===== src/hw/rtl/fce_pkg.sv =====
`timescale 1ns / 1ps
`default_nettype none

package fce_pkg;

    localparam int CLU_W      = 28;
    localparam int FAT_W      = 32;
    localparam int SIZE_W     = 32;
    localparam int CBYTES_W   = 17;
    localparam int BYTES_W    = 45;
    localparam int STATUS_W   = 2;
    localparam int CFG_IDX_W  = 2;
    localparam int CFG_DATA_W = 32;

    localparam int QUEUE_DEPTH = 2;
    localparam int QPTR_W      = $clog2(QUEUE_DEPTH);
    localparam int QCNT_W      = QPTR_W + 1;

    localparam logic [CLU_W-1:0]   FAT_FREE     = 28'h0000000;
    localparam logic [CLU_W-1:0]   FAT_RESERVED = 28'h0000001;
    localparam logic [CLU_W-1:0]   FAT_BAD      = 28'hFFFFFF7;
    localparam logic [CLU_W-1:0]   FAT_EOC_MIN  = 28'hFFFFFF8;
    localparam logic [CLU_W-1:0]   MAX28        = 28'hFFFFFFF;
    localparam logic [BYTES_W-1:0] MAX45        = {BYTES_W{1'b1}};

    localparam logic [STATUS_W-1:0] ST_CONTINUE = 2'd0;
    localparam logic [STATUS_W-1:0] ST_FINAL    = 2'd1;
    localparam logic [STATUS_W-1:0] ST_SHORT    = 2'd2;
    localparam logic [STATUS_W-1:0] ST_BAD      = 2'd3;

    localparam logic [CFG_IDX_W-1:0] CFG_HEAD_CLUSTER  = 2'd0;
    localparam logic [CFG_IDX_W-1:0] CFG_FILE_SIZE     = 2'd1;
    localparam logic [CFG_IDX_W-1:0] CFG_CLUSTER_BYTES = 2'd2;

    localparam logic [CLU_W-1:0]    RST_HEAD_CLUSTER  = 28'd2;
    localparam logic [SIZE_W-1:0]   RST_FILE_SIZE     = 32'd0;
    localparam logic [CBYTES_W-1:0] RST_CLUSTER_BYTES = 17'd4096;

    typedef enum logic [1:0] {
        KIND_LINK,
        KIND_EOC,
        KIND_BAD
    } kind_t;

    typedef struct packed {
        kind_t            kind;
        logic [CLU_W-1:0] value;
    } q_entry_t;

    typedef struct packed {
        logic [CLU_W-1:0]    head_cluster;
        logic [SIZE_W-1:0]   file_size_bytes;
        logic [CBYTES_W-1:0] cluster_bytes;
    } cfg_t;

endpackage

`default_nettype wire


===== src/hw/rtl/fce_if.sv =====
`timescale 1ns / 1ps
`default_nettype none

interface fce_in_if;
    import fce_pkg::*;

    logic             valid;
    logic             ready;
    logic [FAT_W-1:0] fat_value;

    modport source (output valid, output fat_value, input ready);
    modport sink   (input valid, input fat_value, output ready);
endinterface

interface fce_out_if;
    import fce_pkg::*;

    logic                valid;
    logic                ready;
    logic [CLU_W-1:0]    extent_file_offset;
    logic [CLU_W-1:0]    extent_start_cluster;
    logic [CLU_W-1:0]    extent_index;
    logic [STATUS_W-1:0] status;
    logic                last;

    modport source (output valid, output extent_file_offset, output extent_start_cluster,
                    output extent_index, output status, output last, input ready);
    modport sink   (input valid, input extent_file_offset, input extent_start_cluster,
                    input extent_index, input status, input last, output ready);
endinterface

`default_nettype wire


===== src/hw/rtl/fce_front.sv =====
`timescale 1ns / 1ps
`default_nettype none

module fce_front (
    fce_in_if.sink              in_ch,
    output logic                push_valid,
    output fce_pkg::q_entry_t   push_entry,
    input  logic                push_ready
);
    import fce_pkg::*;

    logic [CLU_W-1:0] v28;

    // only the low 28 bits of an entry carry meaning
    assign v28 = in_ch.fat_value[CLU_W-1:0];

    always_comb
    begin
        push_entry.value = v28;
        if (v28 == FAT_FREE || v28 == FAT_RESERVED || v28 == FAT_BAD)
        begin
            push_entry.kind = KIND_BAD;
        end
        else if (v28 >= FAT_EOC_MIN)
        begin
            push_entry.kind = KIND_EOC;
        end
        else
        begin
            push_entry.kind = KIND_LINK;
        end
    end

    assign push_valid  = in_ch.valid;
    assign in_ch.ready = push_ready;

endmodule

`default_nettype wire


===== src/hw/rtl/fce_queue.sv =====
`timescale 1ns / 1ps
`default_nettype none

module fce_queue (
    input  logic                clk,
    input  logic                rst_n,
    input  logic                push_valid,
    input  fce_pkg::q_entry_t   push_entry,
    output logic                push_ready,
    output logic                pop_valid,
    output fce_pkg::q_entry_t   pop_entry,
    input  logic                pop
);
    import fce_pkg::*;

    q_entry_t            slot_reg [QUEUE_DEPTH];
    logic [QPTR_W-1:0]   wr_ptr_reg;
    logic [QPTR_W-1:0]   wr_ptr_next;
    logic [QPTR_W-1:0]   rd_ptr_reg;
    logic [QPTR_W-1:0]   rd_ptr_next;
    logic [QCNT_W-1:0]   count_reg;
    logic [QCNT_W-1:0]   count_next;
    logic                do_push;
    logic                do_pop;

    assign push_ready = (count_reg != QCNT_W'(QUEUE_DEPTH));
    assign pop_valid  = (count_reg != '0);
    assign pop_entry  = slot_reg[rd_ptr_reg];
    assign do_push    = push_valid && push_ready;
    assign do_pop     = pop && pop_valid;

    always_comb
    begin
        wr_ptr_next = wr_ptr_reg;
        rd_ptr_next = rd_ptr_reg;
        count_next  = count_reg;
        if (do_push)
        begin
            wr_ptr_next = (wr_ptr_reg == QPTR_W'(QUEUE_DEPTH - 1)) ? '0 : wr_ptr_reg + 1'b1;
        end
        if (do_pop)
        begin
            rd_ptr_next = (rd_ptr_reg == QPTR_W'(QUEUE_DEPTH - 1)) ? '0 : rd_ptr_reg + 1'b1;
        end
        if (do_push && !do_pop)
        begin
            count_next = count_reg + 1'b1;
        end
        else if (do_pop && !do_push)
        begin
            count_next = count_reg - 1'b1;
        end
    end

    always_ff @(posedge clk or negedge rst_n)
    begin
        if (!rst_n)
        begin
            wr_ptr_reg <= '0;
            rd_ptr_reg <= '0;
            count_reg  <= '0;
        end
        else
        begin
            wr_ptr_reg <= wr_ptr_next;
            rd_ptr_reg <= rd_ptr_next;
            count_reg  <= count_next;
        end
    end

    always_ff @(posedge clk)
    begin
        if (do_push)
        begin
            slot_reg[wr_ptr_reg] <= push_entry;
        end
    end

endmodule

`default_nettype wire


===== src/hw/rtl/fce_back.sv =====
`timescale 1ns / 1ps
`default_nettype none

module fce_back (
    input  logic                clk,
    input  logic                rst_n,
    input  fce_pkg::cfg_t       cfg,
    input  logic                pop_valid,
    input  fce_pkg::q_entry_t   pop_entry,
    output logic                pop,
    fce_out_if.source           out_ch
);
    import fce_pkg::*;

    logic                in_chain_reg;
    logic                in_chain_next;
    logic [CLU_W-1:0]    cur_reg;
    logic [CLU_W-1:0]    cur_next;
    logic [CLU_W-1:0]    seen_reg;
    logic [CLU_W-1:0]    seen_next;
    logic [BYTES_W-1:0]  bytes_reg;
    logic [BYTES_W-1:0]  bytes_next;
    logic [CLU_W-1:0]    run_off_reg;
    logic [CLU_W-1:0]    run_off_next;
    logic [CLU_W-1:0]    run_clu_reg;
    logic [CLU_W-1:0]    run_clu_next;
    logic [CLU_W-1:0]    ext_reg;
    logic [CLU_W-1:0]    ext_next;

    logic                out_valid_reg;
    logic                out_valid_next;
    logic [CLU_W-1:0]    out_off_reg;
    logic [CLU_W-1:0]    out_off_next;
    logic [CLU_W-1:0]    out_clu_reg;
    logic [CLU_W-1:0]    out_clu_next;
    logic [CLU_W-1:0]    out_idx_reg;
    logic [CLU_W-1:0]    out_idx_next;
    logic [STATUS_W-1:0] out_status_reg;
    logic [STATUS_W-1:0] out_status_next;
    logic                out_last_reg;
    logic                out_last_next;

    // state as seen by this item, a new chain starts from the config
    logic [CLU_W-1:0]    cur_eff;
    logic [CLU_W-1:0]    seen_eff;
    logic [BYTES_W-1:0]  bytes_eff;
    logic [CLU_W-1:0]    run_off_eff;
    logic [CLU_W-1:0]    run_clu_eff;
    logic [CLU_W-1:0]    ext_eff;

    logic                fire;
    logic                contiguous;
    logic [BYTES_W:0]    bytes_sum;
    logic [CLU_W-1:0]    seen_inc;
    logic [BYTES_W-1:0]  bytes_inc;
    logic [CLU_W-1:0]    ext_inc;

    assign fire = pop_valid && (!out_valid_reg || out_ch.ready);
    assign pop  = fire;

    assign cur_eff     = in_chain_reg ? cur_reg     : cfg.head_cluster;
    assign seen_eff    = in_chain_reg ? seen_reg    : CLU_W'(1);
    assign bytes_eff   = in_chain_reg ? bytes_reg   : BYTES_W'(cfg.cluster_bytes);
    assign run_off_eff = in_chain_reg ? run_off_reg : '0;
    assign run_clu_eff = in_chain_reg ? run_clu_reg : cfg.head_cluster;
    assign ext_eff     = in_chain_reg ? ext_reg     : '0;

    assign contiguous = ({1'b0, pop_entry.value} == ({1'b0, cur_eff} + 1'b1));
    assign bytes_sum  = {1'b0, bytes_eff} + (BYTES_W + 1)'(cfg.cluster_bytes);
    assign bytes_inc  = bytes_sum[BYTES_W] ? MAX45 : bytes_sum[BYTES_W-1:0];
    assign seen_inc   = (seen_eff == MAX28) ? seen_eff : seen_eff + 1'b1;
    assign ext_inc    = (ext_eff == MAX28) ? ext_eff : ext_eff + 1'b1;

    always_comb
    begin
        in_chain_next   = in_chain_reg;
        cur_next        = cur_reg;
        seen_next       = seen_reg;
        bytes_next      = bytes_reg;
        run_off_next    = run_off_reg;
        run_clu_next    = run_clu_reg;
        ext_next        = ext_reg;
        out_valid_next  = out_valid_reg && !out_ch.ready;
        out_off_next    = out_off_reg;
        out_clu_next    = out_clu_reg;
        out_idx_next    = out_idx_reg;
        out_status_next = out_status_reg;
        out_last_next   = out_last_reg;

        if (fire)
        begin
            unique case (pop_entry.kind)
                KIND_BAD:
                begin
                    in_chain_next   = 1'b0;
                    out_valid_next  = 1'b1;
                    out_off_next    = '0;
                    out_clu_next    = '0;
                    out_idx_next    = '0;
                    out_status_next = ST_BAD;
                    out_last_next   = 1'b1;
                end
                KIND_EOC:
                begin
                    in_chain_next  = 1'b0;
                    out_valid_next = 1'b1;
                    out_last_next  = 1'b1;
                    if (bytes_eff < BYTES_W'(cfg.file_size_bytes))
                    begin
                        out_off_next    = '0;
                        out_clu_next    = '0;
                        out_idx_next    = '0;
                        out_status_next = ST_SHORT;
                    end
                    else
                    begin
                        out_off_next    = run_off_eff;
                        out_clu_next    = run_clu_eff;
                        out_idx_next    = ext_eff;
                        out_status_next = ST_FINAL;
                    end
                end
                KIND_LINK:
                begin
                    in_chain_next = 1'b1;
                    cur_next      = pop_entry.value;
                    seen_next     = seen_inc;
                    bytes_next    = bytes_inc;
                    if (contiguous)
                    begin
                        run_off_next = run_off_eff;
                        run_clu_next = run_clu_eff;
                        ext_next     = ext_eff;
                    end
                    else
                    begin
                        // chain jumps: close the run, new one starts at the current count
                        out_valid_next  = 1'b1;
                        out_off_next    = run_off_eff;
                        out_clu_next    = run_clu_eff;
                        out_idx_next    = ext_eff;
                        out_status_next = ST_CONTINUE;
                        out_last_next   = 1'b0;
                        ext_next        = ext_inc;
                        run_off_next    = seen_eff;
                        run_clu_next    = pop_entry.value;
                    end
                end
                default:
                begin
                    in_chain_next = in_chain_reg;
                end
            endcase
        end
    end

    always_ff @(posedge clk or negedge rst_n)
    begin
        if (!rst_n)
        begin
            in_chain_reg  <= 1'b0;
            cur_reg       <= '0;
            seen_reg      <= '0;
            bytes_reg     <= '0;
            run_off_reg   <= '0;
            run_clu_reg   <= '0;
            ext_reg       <= '0;
            out_valid_reg <= 1'b0;
        end
        else
        begin
            in_chain_reg  <= in_chain_next;
            cur_reg       <= cur_next;
            seen_reg      <= seen_next;
            bytes_reg     <= bytes_next;
            run_off_reg   <= run_off_next;
            run_clu_reg   <= run_clu_next;
            ext_reg       <= ext_next;
            out_valid_reg <= out_valid_next;
        end
    end

    always_ff @(posedge clk)
    begin
        out_off_reg    <= out_off_next;
        out_clu_reg    <= out_clu_next;
        out_idx_reg    <= out_idx_next;
        out_status_reg <= out_status_next;
        out_last_reg   <= out_last_next;
    end

    assign out_ch.valid                = out_valid_reg;
    assign out_ch.extent_file_offset   = out_off_reg;
    assign out_ch.extent_start_cluster = out_clu_reg;
    assign out_ch.extent_index         = out_idx_reg;
    assign out_ch.status               = out_status_reg;
    assign out_ch.last                 = out_last_reg;

endmodule

`default_nettype wire


===== src/hw/rtl/fat32_chain_extent_builder.sv =====
// FAT32 cluster chain to extent list.
// in_ch carries one FAT entry per item: the entry of the cluster the chain is on,
// starting with the entry of the head cluster register. out_ch gives zero or one
// item per input: an extent when the chain jumps, the final extent or an error at
// the end of chain (last high). After a result with last high the next input is
// again the entry of the head cluster.
// Config is written through cfg_we / cfg_index / cfg_wdata, which the user must
// do only while the block is idle; the block itself does not enforce this.
// Throughput: one item per cycle unless out_ch stalls; the back end updates its
// running counters (one 45-bit add and compare) per item. Each accepted item
// passes the queue, then the back end registers its result for out_ch.
// Reset clears the queue, the output valid flag and the chain state; the config
// registers return to head cluster 2, file size 0 bytes, cluster size 4096 bytes.
// When out_ch stalls the output register holds its item, the back end stops and
// the queue fills; in_ch.ready drops once the queue holds two items.
`timescale 1ns / 1ps
`default_nettype none

module fat32_chain_extent_builder (
    input  logic                              clk,
    input  logic                              rst_n,
    fce_in_if.sink                            in_ch,
    fce_out_if.source                         out_ch,
    input  logic                              cfg_we,
    input  logic [fce_pkg::CFG_IDX_W-1:0]     cfg_index,
    input  logic [fce_pkg::CFG_DATA_W-1:0]    cfg_wdata
);
    import fce_pkg::*;

    cfg_t     cfg_reg;
    cfg_t     cfg_next;
    logic     push_valid;
    logic     push_ready;
    q_entry_t push_entry;
    logic     pop_valid;
    logic     pop;
    q_entry_t pop_entry;

    always_comb
    begin
        cfg_next = cfg_reg;
        if (cfg_we)
        begin
            unique case (cfg_index)
                CFG_HEAD_CLUSTER:  cfg_next.head_cluster    = cfg_wdata[CLU_W-1:0];
                CFG_FILE_SIZE:     cfg_next.file_size_bytes = cfg_wdata[SIZE_W-1:0];
                CFG_CLUSTER_BYTES: cfg_next.cluster_bytes   = cfg_wdata[CBYTES_W-1:0];
                default:           cfg_next = cfg_reg;
            endcase
        end
    end

    always_ff @(posedge clk or negedge rst_n)
    begin
        if (!rst_n)
        begin
            cfg_reg.head_cluster    <= RST_HEAD_CLUSTER;
            cfg_reg.file_size_bytes <= RST_FILE_SIZE;
            cfg_reg.cluster_bytes   <= RST_CLUSTER_BYTES;
        end
        else
        begin
            cfg_reg <= cfg_next;
        end
    end

    fce_front u_front (
        .in_ch      (in_ch),
        .push_valid (push_valid),
        .push_entry (push_entry),
        .push_ready (push_ready)
    );

    fce_queue u_queue (
        .clk        (clk),
        .rst_n      (rst_n),
        .push_valid (push_valid),
        .push_entry (push_entry),
        .push_ready (push_ready),
        .pop_valid  (pop_valid),
        .pop_entry  (pop_entry),
        .pop        (pop)
    );

    fce_back u_back (
        .clk       (clk),
        .rst_n     (rst_n),
        .cfg       (cfg_reg),
        .pop_valid (pop_valid),
        .pop_entry (pop_entry),
        .pop       (pop),
        .out_ch    (out_ch)
    );

endmodule

`default_nettype wire

===== src/flat_wrapper.sv =====
// flat-port wrapper written by rule: the top's interface ports become plain ports
module fat32_chain_extent_builder_flat import fce_pkg::*;
  (clk, rst_n, cfg_we, cfg_index, cfg_wdata, in_ch_valid, in_ch_fat_value, in_ch_ready, out_ch_valid, out_ch_extent_file_offset, out_ch_extent_start_cluster, out_ch_extent_index, out_ch_status, out_ch_last, out_ch_ready);
  fce_in_if in_ch_i ();
  fce_out_if out_ch_i ();
  input  logic clk;
  input  logic rst_n;
  input  logic cfg_we;
  input  logic [fce_pkg::CFG_IDX_W-1:0] cfg_index;
  input  logic [fce_pkg::CFG_DATA_W-1:0] cfg_wdata;
  input wire logic [$bits(in_ch_i.valid)-1:0] in_ch_valid;
  input wire logic [$bits(in_ch_i.fat_value)-1:0] in_ch_fat_value;
  output wire logic [$bits(in_ch_i.ready)-1:0] in_ch_ready;
  output wire logic [$bits(out_ch_i.valid)-1:0] out_ch_valid;
  output wire logic [$bits(out_ch_i.extent_file_offset)-1:0] out_ch_extent_file_offset;
  output wire logic [$bits(out_ch_i.extent_start_cluster)-1:0] out_ch_extent_start_cluster;
  output wire logic [$bits(out_ch_i.extent_index)-1:0] out_ch_extent_index;
  output wire logic [$bits(out_ch_i.status)-1:0] out_ch_status;
  output wire logic [$bits(out_ch_i.last)-1:0] out_ch_last;
  input wire logic [$bits(out_ch_i.ready)-1:0] out_ch_ready;
  assign in_ch_i.valid = in_ch_valid;
  assign in_ch_i.fat_value = in_ch_fat_value;
  assign in_ch_ready = in_ch_i.ready;
  assign out_ch_valid = out_ch_i.valid;
  assign out_ch_extent_file_offset = out_ch_i.extent_file_offset;
  assign out_ch_extent_start_cluster = out_ch_i.extent_start_cluster;
  assign out_ch_extent_index = out_ch_i.extent_index;
  assign out_ch_status = out_ch_i.status;
  assign out_ch_last = out_ch_i.last;
  assign out_ch_i.ready = out_ch_ready;
  fat32_chain_extent_builder u_core (.clk(clk), .rst_n(rst_n), .in_ch(in_ch_i), .out_ch(out_ch_i), .cfg_we(cfg_we), .cfg_index(cfg_index), .cfg_wdata(cfg_wdata));
endmodule

===== config.mk =====
export PLATFORM = sky130hd
export DESIGN_NAME = fat32_chain_extent_builder_flat
export DESIGN_NICKNAME = d
export VERILOG_FILES = /design/src/hw/rtl/fce_pkg.sv /design/src/hw/rtl/fce_if.sv /design/src/hw/rtl/fce_front.sv /design/src/hw/rtl/fce_queue.sv /design/src/hw/rtl/fce_back.sv /design/src/hw/rtl/fat32_chain_extent_builder.sv /design/src/flat_wrapper.sv
export SDC_FILE = /design/constraint.sdc
export NUM_CORES = 1
export LEC_CHECK = 0
export BUFFER_PORTS_ARGS = -buffer_cell sky130_fd_sc_hd__buf_2
export CORE_UTILIZATION = 50
export CTS_BUF_LIST = sky130_fd_sc_hd__clkbuf_16
export CTS_CLUSTER_SIZE = 8
export DETAILED_ROUTE_END_ITERATION = 16
export PLACE_DENSITY = 0.77
export SLEW_MARGIN = 10
export SYNTH_ARGS = -nofsm -noshare
export SYNTH_HDL_FRONTEND = slang
export SYNTH_SLANG_ARGS = --single-unit
export TNS_END_PERCENT = 50

===== constraint.sdc =====
create_clock -name clk -period 12.4 [get_ports clk]
set_input_delay 0 -clock clk [delete_from_list [all_inputs] [get_ports clk]]
set_output_delay 0 -clock clk [all_outputs]
set_load 0.005 [all_outputs]

Word level (Yosys, flattened, before mapping)
Memories as Yosys holds them, arrays and structs flattened. Index checks and enable logic that the tools add are counted.

Register bits: 355. RAM bits: 60. Output and inout bits: 89. Word-level logic and storage cells: 107. Memories: 1.

Add/sub/neg operators: 8. Magnitude comparators: 2. Eq/ne operators: 11. Mux-type cells: 38. Reduce and logical (&&, ||, !) cells: 28.

Memory list: u_core.u_queue.slot_reg (words 2, bits a word 30, rd ports 1, clocked after memory_dff 0, wr ports 1, RTL line fce_queue.sv:16) `q_entry_t slot_reg [QUEUE_DEPTH];`.

Operator list (number): $mux 28 (16); $pmux 28 s3 (3); $mux 45 (2); $eq 28x28->1 const B (3); $add 28x1->28 const B (2); $add 45x17->46 (1); $lt 45x32->1 (1); $add 28x1->29 const B (1); $eq 28x29->1 (1); $eq 28x1->1 const B (1); $ge 28x28->1 const B (1); $logic_not 28->1 (1); $mux 2 (5); $reduce_and 2->1 (5); $mux 1 (8); $logic_and 1x1->1 (6); $pmux 1 s2 (3); $pmux 2 s3 (1); $reduce_and 3->1 (2); $reduce_bool 2->1 (3); $eq 2x1->1 const B (2); $eq 2x2->1 const B (2); $logic_not 1->1 (4); $logic_not 2->1 (2); 7 further kinds (11).

Logic depth before layout (Yosys ltp)
Depth after elaboration: 7. Mapped depth: 23. Depth with buffers taken out: 13.

Cells and area by module
A second synthesis with hierarchy kept.

Cell total of the unflattened synthesis: 2042. Area, all modules: 21943.5 um^2.

By module, submodules not included: fce_back (instances 1, cells an instance 1716, area an instance 16255.6 um^2); fat32_chain_extent_builder (instances 1, cells an instance 164, area an instance 2937.8 um^2); fce_queue (instances 1, cells an instance 111, area an instance 2384.8 um^2); fce_front (instances 1, cells an instance 51, area an instance 365.4 um^2).

Worst setup path after synthesis
No wires, ideal clock.

Kind: register -> register. Start point: register u_core.u_back.in_chain_reg. End point: register u_core.u_back.out_off_reg[0], in the netlist u_core.u_back.out_ch.extent_file_offset[0] (enable). Setup time: 666 ps. Arrival: 9779 ps. Setup slack: 1956 ps. Stages on the path, launching flop included: 20. Path buffers: 8. Clock period less this slack: 10444 ps. Cell sequence: dfrtp_1 -> buf_6 -> buf_6 -> buf_4 -> buf_4 -> buf_4 -> clkbuf_1 -> buf_1 -> clkbuf_1 -> nand2_1 -> nand2_1 -> ha_1 -> nand2_1 -> o21ai_2 -> nand4b_1 -> nand4b_1 -> mux2i_1 -> a2111oi_4 -> and4bb_4 -> a21boi_0.

Longest elaborated chain between the ends: 5.

RTL lines: start, declared (RTL line fce_back.sv:15) `logic in_chain_reg;`; start signal, assigned (RTL line fce_back.sv:172) `in_chain_reg <= in_chain_next;`; $mux 28 (RTL line fce_back.sv:61) `assign cur_eff = in_chain_reg ? cur_reg : cfg.head_cluster;`; $add 28x1->29 (RTL line fce_back.sv:68) `assign contiguous = ({1'b0, pop_entry.value} == ({1'b0, cur_eff} + 1'b1));`; $eq 28x29->1 (RTL line fce_back.sv:68); $ne 2x2->1 (no line); $reduce_and 3->1 (no line); end signal, assigned (RTL line fce_back.sv:185) `out_off_reg <= out_off_next;`; end, declared (RTL line fce_back.sv:32) `logic [CLU_W-1:0] out_off_reg;`.

Every way passes these cells. A chain may end at the register's enable or synchronous reset.

Worst setup path in the final report
Start point: register u_core.u_back.in_chain_reg. End point: register u_core.u_back.out_off_reg[12], in the netlist u_core.u_back.out_ch.extent_file_offset[12] (enable).

The elaborated chain is that of the path after synthesis.

==> impl_metrics.env <==
export IMPL_status="complete, but fails checks"
export IMPL_violations="negative hold slack"
export IMPL_dpl_cell_count=2685
export IMPL_cts_setup_buffers=0
export IMPL_largest_register_ffs=77
export IMPL_clk_pin_slew_worst_paths_ns=0.05
export IMPL_syn2layout_area_growth_pct=15.5
export IMPL_p_total_w=0.00577
export IMPL_synth_nets=2174
export IMPL_fp_dieArea_mm2=0.0445
export IMPL_crit_path_max_fanout=73
export IMPL_drive_gt1_frac=0.181
export IMPL_yosys_area_share_xor_xnor=0.0365
export IMPL_clock_sinks=415
export IMPL_hold_slack_ns=-0.0289
export IMPL_die_w_um=211
export IMPL_synth_edf_count=147
export IMPL_synth_compound_area_share=0.151
export IMPL_synthArstFlopShare=0.646
export IMPL_worst_setup_path_end_kind="flop"
export IMPL_gr_usage_all_layers=0.248
export IMPL_core_area_mm2=0.0431
export IMPL_synth_area_per_cell_um2=10.7
export IMPL_ant_nets=0
export IMPL_clock_latency_ns=0.65
export IMPL_drtPass1Iterations=8
export IMPL_path_class="reg -> reg"
export IMPL_synth_cells=2047
export IMPL_synthMuxAreaShare=0.0868
export IMPL_die_h_um=211
export IMPL_finalNonFillerCells=2846
export IMPL_synth_cell_types=103
export IMPL_rows=76
export IMPL_cts_htree_levels=2
export IMPL_cp_required_ns=12.64
export IMPL_grt_setup_unrepaired="false"
export IMPL_setup_violations_final=0
export IMPL_first_global_vias=16900
export IMPL_synth_seq_cells=415
export IMPL_cts_tree="yes"
export IMPL_cts_root_buf="clkbuf_16"
export IMPL_post_cts_resized=0
export IMPL_min_period_ns=6.09
export IMPL_final_setup_tns_ns=0
export IMPL_reg2reg_depth=11
export IMPL_power_per_cell_area_mw_per_mm2=229
export IMPL_start_util=0.507
export IMPL_wl_per_cell_um=19.2
export IMPL_gp_routability_congestion=0.940
export IMPL_io_pin_count=160
export IMPL_worstHoldPathType="in -> async"
export IMPL_leakage_nw=10.7
export IMPL_ir_worst_vdd_mv=0.198
export IMPL_antenna_found_initial=0
export IMPL_drtIter0Drc=1542
export IMPL_synth_ff_type="dfrtp_1"
export IMPL_wl_um=54700
export IMPL_port_buffers=155
export IMPL_yosysWarningCount=0
export IMPL_slew_headroom=0.176
export IMPL_final_nets=2349
export IMPL_start_kind="flop"
export IMPL_vias=16900
export IMPL_cp_data_arrival_time_ns=6.33
export IMPL_fin_worst_skew_ns=0.0465
export IMPL_fmax_mhz=164
export IMPL_viasPerCell=5.93
export IMPL_grt_pass1_wl_um=88300
export IMPL_report_final_hold_viol_count=12
export IMPL_cts_made_buffers=57
export IMPL_drv_cap=0
export IMPL_synthAdderAreaFrac=0.0324
export IMPL_fin_crit_sh=0.491
export IMPL_finalMaxSlewViolations=0
export IMPL_synth_seq_area_share=0.509
export IMPL_drc=0
export IMPL_synth_top_family_by_area="compound AO/OA/AOI/OAI gates"
export IMPL_tightest_slew_ns=1.23
export IMPL_syn_area_mm2=0.0219
export IMPL_detailed_place_hpwl_um=35000
export IMPL_cts_buffer_depth=3
export IMPL_antenna_cells=0
export IMPL_grt_overflow=0
export IMPL_grt_max_degree=170
export IMPL_synthSimpleGateAreaFrac=0.145
## area by class of cell
| type | instances | area, µm² |
|---|---|---|
| fillers | 3402 | 17800 |
| flip-flops and latches | 415 | 11100 |
| multi-input cells | 1443 | 9910 |
| repair buffers | 237 | 1570 |
| clock buffers | 57 | 1430 |
| well taps | 585 | 732 |
| inverters | 68 | 255 |
| clock inverters | 41 | 223 |
## Yosys cell counts, types with 23 or more instances
master / n / area share
nor3_1: 23 / 0.0053
mux2i_1: 67 / 0.031
nand2_1: 266 / 0.046
xor2_1: 51 / 0.020
nand4_1: 38 / 0.011
a21oi_1: 160 / 0.037
xnor2_1: 40 / 0.016
and2_1: 24 / 0.0069
mux2_2: 100 / 0.052
dfrtp_1: 266 / 0.30
a31o_2: 29 / 0.012
nand3_1: 64 / 0.015
edfxtp_1: 147 / 0.20
o21ai_0: 88 / 0.020
clkbuf_1: 66 / 0.011
ha_1: 55 / 0.031
inv_1: 66 / 0.011
nor2_1: 74 / 0.013
nor2b_1: 28 / 0.0080
a31oi_1: 28 / 0.0080
## critical path: stages (launching register included)
cell,delay [ns]
dfrtp_4,0.90
buf_4,0.77
buf_4,0.60
nand3_1,0.23
a22oi_1,0.41
nand3_2,0.24
a21oi_1,0.19
o221ai_1,0.16
a21oi_1,0.23
and4bb_4,0.33
a21boi_4,0.79
buf_4,0.70
## power breakdown
group,switching (W),total (W),internal [W]
logic,0.00129,0.00214,0.000846
clock network,0.000603,0.00143,0.000823
registers,0.000300,0.00220,0.00190
total,0.00220,0.00577,0.00357
## per-layer routing
layer	track usage	routed length, µm
met1	0.338	23600
met2	0.397	25700
met3	0.0416	3620
met4	0.0967	1760
met5	0	0
## cell usage in the layout, fill, tap and decap left out, types with 10 or more instances in the layout
cell	netlist	final
nor2b_1	28	28
inv_1	66	104
o41ai_1	11	11
mux2i_1	67	67
a22oi_1	16	16
ha_1	55	55
a31oi_1	28	28
buf_2	17	154
nand3_1	64	64
clkbuf_16	0	57
and3_1	21	21
nor4_1	18	18
xnor2_1	40	40
and2_1	24	24
nand2_1	266	265
nor3_1	23	23
nand4_1	38	38
mux2_2	100	100
o21ai_0	88	88
nor2_1	74	72
a31o_2	29	29
buf_4	12	18
dfrtp_1	266	264
a22o_1	20	20
edfxtp_1	147	147
and4_1	10	10
xor2_1	51	51
dlygate4sd3_1	0	63
a21oi_1	160	160
a211oi_1	10	10
nand3b_1	10	10
nand2b_1	11	11
a21o_1	19	19
## final timing paths
path | start | endpoint | slack (ns)
max in group asynchronous | rst_n | u_core.u_back.seen_reg[10] | 10.98
worst max register to register | u_core.u_back.in_chain_reg | u_core.u_back.out_ch.extent_file_offset[12] | 6.31
worst max-delay path | u_core.u_back.in_chain_reg | u_core.u_back.out_ch.extent_file_offset[12] | 6.31
min in group clk | cfg_index[1] | u_core.cfg_reg[57] | 0.06
worst min-delay path | rst_n | u_core.u_back.cur_reg[11] | -0.03
worst min register to register | u_core.u_back.bytes_reg[11] | u_core.u_back.bytes_reg[11] | 0.47
## stage by stage
step	util	setup slack, ns	area, µm²	hold WS [ns]
after global placement	0.533	6.55	23000	0.0843
after CTS	0.586	6.35	25200	0.000319
after detailed placement	0.533	6.41	23000	0.0855
after global routing	0.586	5.86	25200	0.0346
after floorplan	-	1.96	21900	-0.296
final	0.586	6.31	25200	-0.0289
## logic make-up after synthesis
kind of cell	count (synthesis)
XOR/XNOR	91
AND/OR/NAND/NOR	628
adder cells (fa/ha/maj)	56
flip-flops	415
buffers and inverters	189
multiplexers	173
AO/OA/AOI/OAI	495
## repair_timing
item                                    CTS  global route
endpoints found under the setup margin    0             0
hold buffers                             63             0
endpoints found under the hold margin   239             0
(Power assumes the default switching activity.)
